<file path="config.mk">
export PLATFORM = sky130hd
export DESIGN_NAME = two_level_round_robin_eject_arbiter
export DESIGN_NICKNAME = d
export VERILOG_FILES = /design/src/hdl/trrea_pkg.sv /design/src/hdl/two_level_round_robin_eject_arbiter.sv /design/src/hdl/trrea_ram.sv /design/src/hdl/trrea_pick.sv
export SDC_FILE = /design/constraint.sdc
export NUM_CORES = 1
export LEC_CHECK = 0
export ABC_AREA = 1
export BUFFER_PORTS_ARGS = -buffer_cell sky130_fd_sc_hd__buf_2
export CAP_MARGIN = 25
export CORE_MARGIN = 4
export CORE_UTILIZATION = 30
export CTS_CLUSTER_DIAMETER = 80
export DETAILED_ROUTE_END_ITERATION = 7
export MAX_ROUTING_LAYER = met4
export PLACE_DENSITY_LB_ADDON = 0.2
export SLEW_MARGIN = 20
export SYNTH_ARGS = -nofsm -noshare
export SYNTH_HDL_FRONTEND = slang
export SYNTH_HIERARCHICAL = 1
export SYNTH_SLANG_ARGS = --single-unit
</file>
<file path="constraint.sdc">
create_clock -name aclk -period 8 [get_ports aclk]
set_input_delay 0 -clock aclk [delete_from_list [all_inputs] [get_ports aclk]]
set_output_delay 0 -clock aclk [all_outputs]
set_load 0.01 [all_outputs]
</file>
<file path="src/hdl/trrea_pkg.sv">
// Shared types and constants for the two-level round-robin eject arbiter.
`default_nettype none

package trrea_pkg;

    // Beat field and config register widths
    localparam int NODE_W   = 6;
    localparam int MASK_W   = 16;
    localparam int SUBNET_W = 2;
    localparam int VC_W     = 2;
    localparam int CFG_W    = 3;

    // Register index, taken from paddr[2]
    typedef enum logic {
        REG_ACTIVE_SUBNETS = 1'b0,
        REG_ACTIVE_VCS     = 1'b1
    } trrea_reg_t;

    // Outcome of one arbitration
    typedef struct packed {
        logic                granted;
        logic [SUBNET_W-1:0] win_subnet;
        logic [VC_W-1:0]     win_vc;
    } trrea_result_t;

endpackage

`default_nettype wire

</file>
<file path="src/hdl/two_level_round_robin_eject_arbiter.sv">
// Top level of the two-level round-robin eject arbiter.
// Usage:
//   s_ channel: one beat is one pop request: node index and a pending mask
//   with bit subnet*MAX_VCS+vc set for each buffer that holds a packet.
//   m_ channel: one result beat per request: granted flag, winning subnet
//   and VC (both zero when nothing was granted).
//   APB port: register 0 (addr 0) active subnet count, register 1 (addr 4)
//   active VC count; user must write only while the arbiter is idle, not enforced.
// Timing:
//   An accepted s_ beat passes the search stage and result register to
//   m_tvalid. One beat per cycle sustained while m_tready is high: the node's
//   pointer row is read from the pointer RAM on accept, searched and written
//   back on advance; a request for the node just served uses the bypass register.
// Reset:
//   aresetn clears control state, then a clearing pass writes zero pointers
//   to every node row with s_tready low. APB stays usable.
// Backpressure:
//   When m_tready is low the result register holds, one more request can
//   sit in the search stage, and then s_tready drops.
`default_nettype none

module two_level_round_robin_eject_arbiter import trrea_pkg::*; #(
    parameter int MAX_SUBNETS = 4,
    parameter int MAX_VCS     = 4,
    parameter int NODES       = 64
) (
    input  wire logic        aclk,
    input  wire logic        aresetn,
    // request beats
    input  wire logic        s_tvalid,
    output logic             s_tready,
    input  wire logic [23:0] s_tdata,   // [5:0] node, [21:6] pending_mask, rest zero
    // result beats
    output logic             m_tvalid,
    input  wire logic        m_tready,
    output logic [7:0]       m_tdata,   // [0] granted, [2:1] win_subnet, [4:3] win_vc
    // configuration
    input  wire logic        psel,
    input  wire logic        penable,
    input  wire logic        pwrite,
    input  wire logic [2:0]  paddr,
    input  wire logic [31:0] pwdata,
    output logic [31:0]      prdata,
    output logic             pready
);

    localparam int SPW   = (MAX_SUBNETS > 1) ? $clog2(MAX_SUBNETS) : 1;
    localparam int VPW   = (MAX_VCS > 1) ? $clog2(MAX_VCS) : 1;
    localparam int ROW_W = SPW + MAX_SUBNETS * VPW;
    localparam int AW    = $clog2(NODES);

    // config registers
    logic [CFG_W-1:0] active_subnets_reg;
    logic [CFG_W-1:0] active_vcs_reg;
    logic             cfg_wr;

    // clearing pass
    logic             clr_busy_reg;
    logic [AW-1:0]    clr_addr_reg;

    // search stage
    logic              s1_valid_reg;
    logic [NODE_W-1:0] s1_node_reg;
    logic [MASK_W-1:0] s1_mask_reg;
    logic              fwd_hit_reg;
    logic [ROW_W-1:0]  fwd_row_reg;

    // result register
    logic              m_valid_reg;
    trrea_result_t     m_data_reg;

    logic              accept;
    logic              out_ready;
    logic              s1_advance;
    logic              item_wr;
    logic [NODE_W-1:0] s_node;
    logic [MASK_W-1:0] s_mask;
    logic              node_ok;
    logic [ROW_W-1:0]  ram_rdata;
    logic [ROW_W-1:0]  row_cur;
    logic [ROW_W-1:0]  row_new;
    trrea_result_t     res;
    logic              ram_we;
    logic [AW-1:0]     ram_waddr;
    logic [ROW_W-1:0]  ram_wdata;

    assign s_node = s_tdata[NODE_W-1:0];
    assign s_mask = s_tdata[NODE_W +: MASK_W];

    //------------------------------------------------------------------
    // APB: zero-wait, register picked by paddr[2]
    //------------------------------------------------------------------
    assign pready = 1'b1;
    assign cfg_wr = psel && penable && pwrite && pready;

    always_ff @(posedge aclk) begin
        if (!aresetn) begin
            active_subnets_reg <= CFG_W'(2);
            active_vcs_reg     <= CFG_W'(4);
        end else if (cfg_wr) begin
            unique case (trrea_reg_t'(paddr[2]))
                REG_ACTIVE_SUBNETS: active_subnets_reg <= pwdata[CFG_W-1:0];
                REG_ACTIVE_VCS:     active_vcs_reg     <= pwdata[CFG_W-1:0];
                default: ;
            endcase
        end
    end

    always_comb begin
        unique case (trrea_reg_t'(paddr[2]))
            REG_ACTIVE_SUBNETS: prdata = {{(32-CFG_W){1'b0}}, active_subnets_reg};
            REG_ACTIVE_VCS:     prdata = {{(32-CFG_W){1'b0}}, active_vcs_reg};
            default:            prdata = '0;
        endcase
    end

    //------------------------------------------------------------------
    // Handshake: one request in search, one result waiting
    //------------------------------------------------------------------
    assign out_ready  = !m_valid_reg || m_tready;
    assign s1_advance = s1_valid_reg && out_ready;
    assign s_tready   = !clr_busy_reg && (!s1_valid_reg || out_ready);
    assign accept     = s_tvalid && s_tready;

    // Clearing pass after reset: one row per cycle
    always_ff @(posedge aclk) begin
        if (!aresetn) begin
            clr_busy_reg <= 1'b1;
            clr_addr_reg <= '0;
        end else if (clr_busy_reg) begin
            clr_addr_reg <= clr_addr_reg + AW'(1);
            if (clr_addr_reg == AW'(NODES - 1)) begin
                clr_busy_reg <= 1'b0;
            end
        end
    end

    //------------------------------------------------------------------
    // Pointer RAM: row = {vc pointers per subnet, subnet pointer}
    //------------------------------------------------------------------
    assign item_wr   = s1_advance && res.granted;
    assign ram_we    = clr_busy_reg || item_wr;
    assign ram_waddr = clr_busy_reg ? clr_addr_reg : AW'(s1_node_reg);
    assign ram_wdata = clr_busy_reg ? '0 : row_new;

    trrea_ram #(
        .WIDTH (ROW_W),
        .DEPTH (NODES)
    ) u_ptr_ram (
        .aclk  (aclk),
        .we    (ram_we),
        .waddr (ram_waddr),
        .wdata (ram_wdata),
        .re    (accept),
        .raddr (AW'(s_node)),
        .rdata (ram_rdata)
    );

    // Search stage load; bypass catches a same-node write at the read edge
    always_ff @(posedge aclk) begin
        if (!aresetn) begin
            s1_valid_reg <= 1'b0;
        end else if (accept) begin
            s1_valid_reg <= 1'b1;
        end else if (s1_advance) begin
            s1_valid_reg <= 1'b0;
        end
    end

    always_ff @(posedge aclk) begin
        if (accept) begin
            s1_node_reg <= s_node;
            s1_mask_reg <= s_mask;
            fwd_hit_reg <= item_wr && (s1_node_reg == s_node);
            fwd_row_reg <= row_new;
        end
    end

    assign row_cur = fwd_hit_reg ? fwd_row_reg : ram_rdata;
    assign node_ok = (32'(s1_node_reg) < NODES);

    trrea_pick #(
        .MAX_SUBNETS (MAX_SUBNETS),
        .MAX_VCS     (MAX_VCS),
        .SPW         (SPW),
        .VPW         (VPW),
        .ROW_W       (ROW_W)
    ) u_pick (
        .active_subnets (active_subnets_reg),
        .active_vcs     (active_vcs_reg),
        .pending_mask   (s1_mask_reg),
        .node_ok        (node_ok),
        .row_in         (row_cur),
        .result         (res),
        .row_out        (row_new)
    );

    //------------------------------------------------------------------
    // Result register
    //------------------------------------------------------------------
    always_ff @(posedge aclk) begin
        if (!aresetn) begin
            m_valid_reg <= 1'b0;
        end else if (out_ready) begin
            m_valid_reg <= s1_valid_reg;
        end
    end

    always_ff @(posedge aclk) begin
        if (s1_advance) begin
            m_data_reg <= res;
        end
    end

    assign m_tvalid = m_valid_reg;
    assign m_tdata  = {3'b000, m_data_reg.win_vc, m_data_reg.win_subnet,
                       m_data_reg.granted};

    //------------------------------------------------------------------
    // Checks
    //------------------------------------------------------------------
    // no request is taken while pointer rows are being cleared
    a_no_accept_in_clear: assert property (@(posedge aclk) disable iff (!aresetn)
        clr_busy_reg |-> !s_tready)
        else $error("request accepted during clearing pass");

    // a request leaving the search stage shows up as a result beat
    a_advance_to_out: assert property (@(posedge aclk) disable iff (!aresetn)
        s1_advance |=> m_valid_reg)
        else $error("search result lost");

    // out-of-range nodes are never granted and never write the RAM
    a_node_range: assert property (@(posedge aclk) disable iff (!aresetn)
        (s1_valid_reg && !node_ok) |-> (!res.granted && !item_wr))
        else $error("grant for node out of range");

    // a same-node write at accept must set the bypass hit for the request in the stage
    a_fwd_write_seen: assert property (@(posedge aclk) disable iff (!aresetn)
        (accept && item_wr && (s1_node_reg == s_node)) |=> fwd_hit_reg)
        else $error("same-node bypass missed");

endmodule

`default_nettype wire

</file>
<file path="src/hdl/trrea_ram.sv">
// Generic single-write, single-read RAM with registered read data.
`default_nettype none

module trrea_ram #(
    parameter int WIDTH = 8,
    parameter int DEPTH = 64
) (
    input  wire logic                     aclk,
    input  wire logic                     we,
    input  wire logic [$clog2(DEPTH)-1:0] waddr,
    input  wire logic [WIDTH-1:0]         wdata,
    input  wire logic                     re,
    input  wire logic [$clog2(DEPTH)-1:0] raddr,
    output logic      [WIDTH-1:0]         rdata
);

    logic [WIDTH-1:0] mem [DEPTH];

    always_ff @(posedge aclk) begin
        if (we) begin
            mem[waddr] <= wdata;
        end
        if (re) begin
            rdata <= mem[raddr];
        end
    end

endmodule

`default_nettype wire

</file>
<file path="src/hdl/trrea_pick.sv">
// Two-level rotating priority search over one node's pending buffers.
`default_nettype none

module trrea_pick import trrea_pkg::*; #(
    parameter int MAX_SUBNETS = 4,
    parameter int MAX_VCS     = 4,
    parameter int SPW         = 2,
    parameter int VPW         = 2,
    parameter int ROW_W       = SPW + MAX_SUBNETS * VPW
) (
    input  wire logic [CFG_W-1:0]  active_subnets,
    input  wire logic [CFG_W-1:0]  active_vcs,
    input  wire logic [MASK_W-1:0] pending_mask,
    input  wire logic              node_ok,
    input  wire logic [ROW_W-1:0]  row_in,
    output trrea_result_t          result,
    output logic      [ROW_W-1:0]  row_out
);

    localparam int NS_W = $clog2(MAX_SUBNETS + 1);
    localparam int NV_W = $clog2(MAX_VCS + 1);

    logic [NS_W-1:0]    ns;
    logic [NV_W-1:0]    nv;
    logic [MAX_VCS-1:0] ready_m [MAX_SUBNETS];
    logic [VPW-1:0]     vp      [MAX_SUBNETS];
    logic [VPW-1:0]     pick_vc [MAX_SUBNETS];
    logic [MAX_SUBNETS-1:0] hit;
    logic               found;
    logic [SPW-1:0]     win_s;
    logic [VPW-1:0]     win_v;
    logic [SPW:0]       sp_inc;
    logic [VPW:0]       vp_inc;

    // Zero counts act as one, oversize counts as the built maximum
    assign ns = (active_subnets == '0) ? NS_W'(1) :
                (32'(active_subnets) > MAX_SUBNETS) ? NS_W'(MAX_SUBNETS) :
                NS_W'(active_subnets);
    assign nv = (active_vcs == '0) ? NV_W'(1) :
                (32'(active_vcs) > MAX_VCS) ? NV_W'(MAX_VCS) :
                NV_W'(active_vcs);

    for (genvar gs = 0; gs < MAX_SUBNETS; gs++) begin : g_sn
        assign vp[gs] = row_in[SPW + gs*VPW +: VPW];
        for (genvar gv = 0; gv < MAX_VCS; gv++) begin : g_vc
            if (gs * MAX_VCS + gv < MASK_W) begin : g_in
                assign ready_m[gs][gv] = pending_mask[gs * MAX_VCS + gv];
            end else begin : g_out
                assign ready_m[gs][gv] = 1'b0;
            end
        end
    end

    // Inner level: per subnet, first ready VC from its pointer
    always_comb begin
        logic [VPW-1:0] vc0;
        logic [VPW:0]   vsum;
        logic [VPW-1:0] vsel;
        for (int s = 0; s < MAX_SUBNETS; s++) begin
            vc0 = ((VPW+1)'(vp[s]) >= (VPW+1)'(nv)) ? '0 : vp[s];
            hit[s]     = 1'b0;
            pick_vc[s] = '0;
            for (int k = 0; k < MAX_VCS; k++) begin
                vsum = (VPW+1)'(vc0) + (VPW+1)'(k);
                if (vsum >= (VPW+1)'(nv)) begin
                    vsum = vsum - (VPW+1)'(nv);
                end
                vsel = VPW'(vsum);
                if (!hit[s] && (k < int'(nv)) && ready_m[s][vsel]) begin
                    hit[s]     = 1'b1;
                    pick_vc[s] = vsel;
                end
            end
        end
    end

    // Outer level: first subnet with a hit from the node's pointer
    always_comb begin
        logic [SPW-1:0] sn0;
        logic [SPW:0]   ssum;
        logic [SPW-1:0] ssel;
        sn0 = ((SPW+1)'(row_in[SPW-1:0]) >= (SPW+1)'(ns)) ? '0 : row_in[SPW-1:0];
        found = 1'b0;
        win_s = '0;
        win_v = '0;
        for (int k = 0; k < MAX_SUBNETS; k++) begin
            ssum = (SPW+1)'(sn0) + (SPW+1)'(k);
            if (ssum >= (SPW+1)'(ns)) begin
                ssum = ssum - (SPW+1)'(ns);
            end
            ssel = SPW'(ssum);
            if (!found && (k < int'(ns)) && hit[ssel]) begin
                found = 1'b1;
                win_s = ssel;
                win_v = pick_vc[ssel];
            end
        end
    end

    assign result.granted    = found && node_ok;
    assign result.win_subnet = result.granted ? SUBNET_W'(win_s) : '0;
    assign result.win_vc     = result.granted ? VC_W'(win_v) : '0;

    assign sp_inc = (SPW+1)'(win_s) + (SPW+1)'(1);
    assign vp_inc = (VPW+1)'(win_v) + (VPW+1)'(1);

    // Pointer row after a grant; other subnets keep their raw pointers
    always_comb begin
        row_out = row_in;
        if (result.granted) begin
            row_out[SPW-1:0] = (sp_inc == (SPW+1)'(ns)) ? '0 : SPW'(sp_inc);
            for (int s = 0; s < MAX_SUBNETS; s++) begin
                if (SPW'(s) == win_s) begin
                    row_out[SPW + s*VPW +: VPW] =
                        (vp_inc == (VPW+1)'(nv)) ? '0 : VPW'(vp_inc);
                end
            end
        end
    end

endmodule

`default_nettype wire
</file>
==> summary.txt <==
Status
  – Status: complete, no violations

Finish
  – FILL cells: 11200
  – Layout Area Growth over Synthesis: 15.1%
  – Largest register FFs: between 600 and 700
  – Multi-input gate area: 0.0109 mm2
  – Core Util, Final: 0.348
  – Ratio of cells with drive above 1 in the final layout: 0.106
  – Nets@finish: 3532
  – FF+latch area: ~0.021 mm2

Die
  – Die Ht: between 300 and 400 um
  – FP Rows: 122
  – Core area: between 0.1 and 0.15 mm2
  – Die area: 0.117 mm2
  – Die Width: ~340 um
  – Ports: roughly 110
  – Initial core utilization: 0.302

Place
  – Gpl congestion: 0.853
  – DP HPWL: 55700 um
  – PortBufs: 42

Timing
  – Final setup violation count: 0
  – Final hold vios: 0
  – Setup TNS: 0 ns
  – Max-slew headroom: 0.254
  – Min cycle time layout: 7.07 ns
  – Unrepaired setup endpoints after global routing: no
  – Fin. max-slew vios: 0
  – Fmax: 141 MHz
  – Post-Route Skew: 0.0281 ns
  – Slew of the pin with the lowest slew margin: 1.11 ns
  – Final worst-path cycle share: 0.884

Setup path
  – Buffers and inverters on the worst path: 5
  – CP max stage delay: 0.62 ns
  – CP max FO: 64
  – WP data required: 8.33 ns
  – Critical path class: reg2reg
  – Worst path most repeated cell: nand3_1
  – Critical Path AT: 7.40 ns
  – Crit path max-delay cell type: edfxtp_1
  – CP delay by family, top: simple AND/OR/NAND/NOR gates
  – CP endpoint kind: register
  – Critical path launch point: fwd_hit_reg
  – Critical path startpoint category: register
  – Reg2Reg Launch Point: fwd_hit_reg

Power
  – Maximum VDD drop: 0.000144 V
  – Leak Pwr: 15.3 nW
  – Power per cell area: 218 mW/mm2

Clock tree
  – CTS root buf: clkbuf_16
  – CTS clk-pin slew, worst paths: 0.06 ns
  – Resized cells post-CTS: 0
  – Clock sink total: 703
  – Clk buf depth: 3
  – Clock tree from TritonCTS: yes
  – Clock buffer count from CTS: a little over 80
  – H-tree depth: 3
  – Clock latency on the worst-skew pair: approximately 0.65 ns
  – Setup Buffers After CTS: 0

Synth
  – Post-synthesis sequential area ratio: 0.626
  – Syn. warnings: 6
  – Yosys reg bits: roughly 700
  – Synth area leader: edfxtp_1
  – Post-synth EDFFs: slightly below 700
  – Post-Syn Area: 0.0335 mm2
  – Count of cell types in the netlist: 50
  – Post-synthesis cell count: between 3000 and 4000
  – Ys async rst share: 0
  – Most common cell in the netlist: nand2_1
  – Synth top cells by count: nand2_1, nand3_1, edfxtp_1
  – Largest cells by area after synthesis: edfxtp_1, nand2_1, nand3_1, ha_1, inv_1
  – Post-synth top flop: edfxtp_1
  – Synth top area share: 0.617
  – Avg Cell Area, Syn: 10.2 um2

Detailed routing
  – Initial DRC Count: ~1700
  – Routed length per instance: 18.8 um
  – Drt drc: 0
  – Antenna-violating nets left: 0
  – Routed vias/inst: ~4.7
  – Routed Wire Length: approximately 93000 um
  – Vias: 23400
  – First-pass DRT Iterations: 8

Hold path
  – Hold Path Origin: s_tdata[3]
  – Worst hold path type: in2reg

Global routing
  – Number of global-route vias before repair: 22600
  – Initial antenna violation count: 1
  – Largest net degree at the start of global routing: approximately 100
  – Global Route Usage Sum: 0.162
  – Global-route wire length before repair: 141000 um
  – Global route overflow: 0

Job
  – Max-cap violation count: 0
[timing repair]
item,4_1_cts,5_1_grt
setup endpoints to repair,0,0
endpoints found under the hold margin,36,0
hold buffers,38,0
[worst register-to-register path, delay by kind of cell (launching register included)]
kind / cells / cell delay (ns)
fa+ha+maj: 4 / 1.32
mux: 1 / 0.43
buf+inv: 5 / 0.94
flops: 1 / 0.62
simple gates: 17 / 2.06
compound gates: 8 / 1.32
[area by class of cell]
class | count | area share
Timing Repair Buffer | 189 | 0.0398
Tap cell | 1488 | 0.0483
Sequential cell | 703 | 0.544
Multi-Input combinational cell | 2245 | 0.284
Inverter | 174 | 0.0175
Clock buffer | 99 | 0.0560
Antenna cell | 2 | 0.000130
Clock inverter | 47 | 0.0112
[kinds of logic (layout without fill, tap and decap cells)]
logic type / Yosys count / after routing / share of synthesized area
buffers and inverters: 357 / 509 / 0.0555
AND/OR/NAND/NOR: 2000 / 2000 / 0.265
AO/OA/AOI/OAI: 116 / 116 / 0.0206
other: 2 / 36 / 0.000224
multiplexers: 10 / 10 / 0.00336
adder cells (fa/ha/maj): 70 / 70 / 0.0261
XOR/XNOR: 15 / 15 / 0.00392
flip-flops: 703 / 703 / 0.626
[report_power, final]
group	switching [W]	internal [W]
Sequential	0.00000586	0.00401
Clock	0.00152	0.00209
Combinational	0.000549	0.000226
Total	0.00207	0.00633
[routing by layer]
layer  track usage  share of wire  up-vias
li1              -              -    11500
met1         0.217           0.45    11300
met2         0.257           0.47      510
met3        0.0274          0.057      124
met4        0.0406          0.023        0
met5             -              0        -
[layout by cell type, fill, tap and decap left out, types with 9 or more instances in the layout]
| cell | count |
|---|---|
| o21ai_0 | 54 |
| buf_2 | 39 |
| edfxtp_1 | 688 |
| buf_4 | 102 |
| nor2_4 | 15 |
| nand3_2 | 18 |
| clkbuf_1 | 15 |
| clkbuf_16 | 84 |
| clkinv_1 | 22 |
| nand3_1 | 714 |
| clkinv_2 | 12 |
| ha_1 | 70 |
| inv_2 | 9 |
| mux2_2 | 10 |
| dlygate4sd3_1 | 38 |
| a21oi_1 | 27 |
| nand2_1 | 1067 |
| inv_1 | 159 |
| nor2_1 | 117 |
| nand2_2 | 11 |
| xor2_1 | 10 |
| nand4_1 | 17 |
| dfxtp_1 | 14 |
| conb_1 | 34 |
| nand3b_1 | 11 |
[worst paths after layout]
kind	endpoint	slack (ns)	depth (start not counted)
min reg2reg	clr_addr_reg[4]	0.52	2
min	s1_node_reg[3]	0.04	2
max	u_ptr_ram/mem[17][0]	0.93	35
max reg2reg	u_ptr_ram/mem[17][0]	0.93	35
[through the flow]
| stage | hold slack, ns | setup slack [ns] | area [um2] | power (W) | instances |
|---|---|---|---|---|---|
| floorplan | 0.0989 | 0.586 | 33600 | 0.00465 | 3305 |
| global placement | 0.182 | 0.869 | 35600 | 0.00485 | 4760 |
| detailed placement | 0.178 | 0.910 | 35600 | 0.00485 | 4761 |
| CTS | 0.00427 | 0.874 | 38600 | 0.00851 | 4945 |
| global route | 0.0320 | 0.0978 | 38600 | 0.00875 | 4946 |
| finish | 0.0436 | 0.931 | 38600 | 0.00840 | 4947 |
Power figures use the tool's default switching activity.
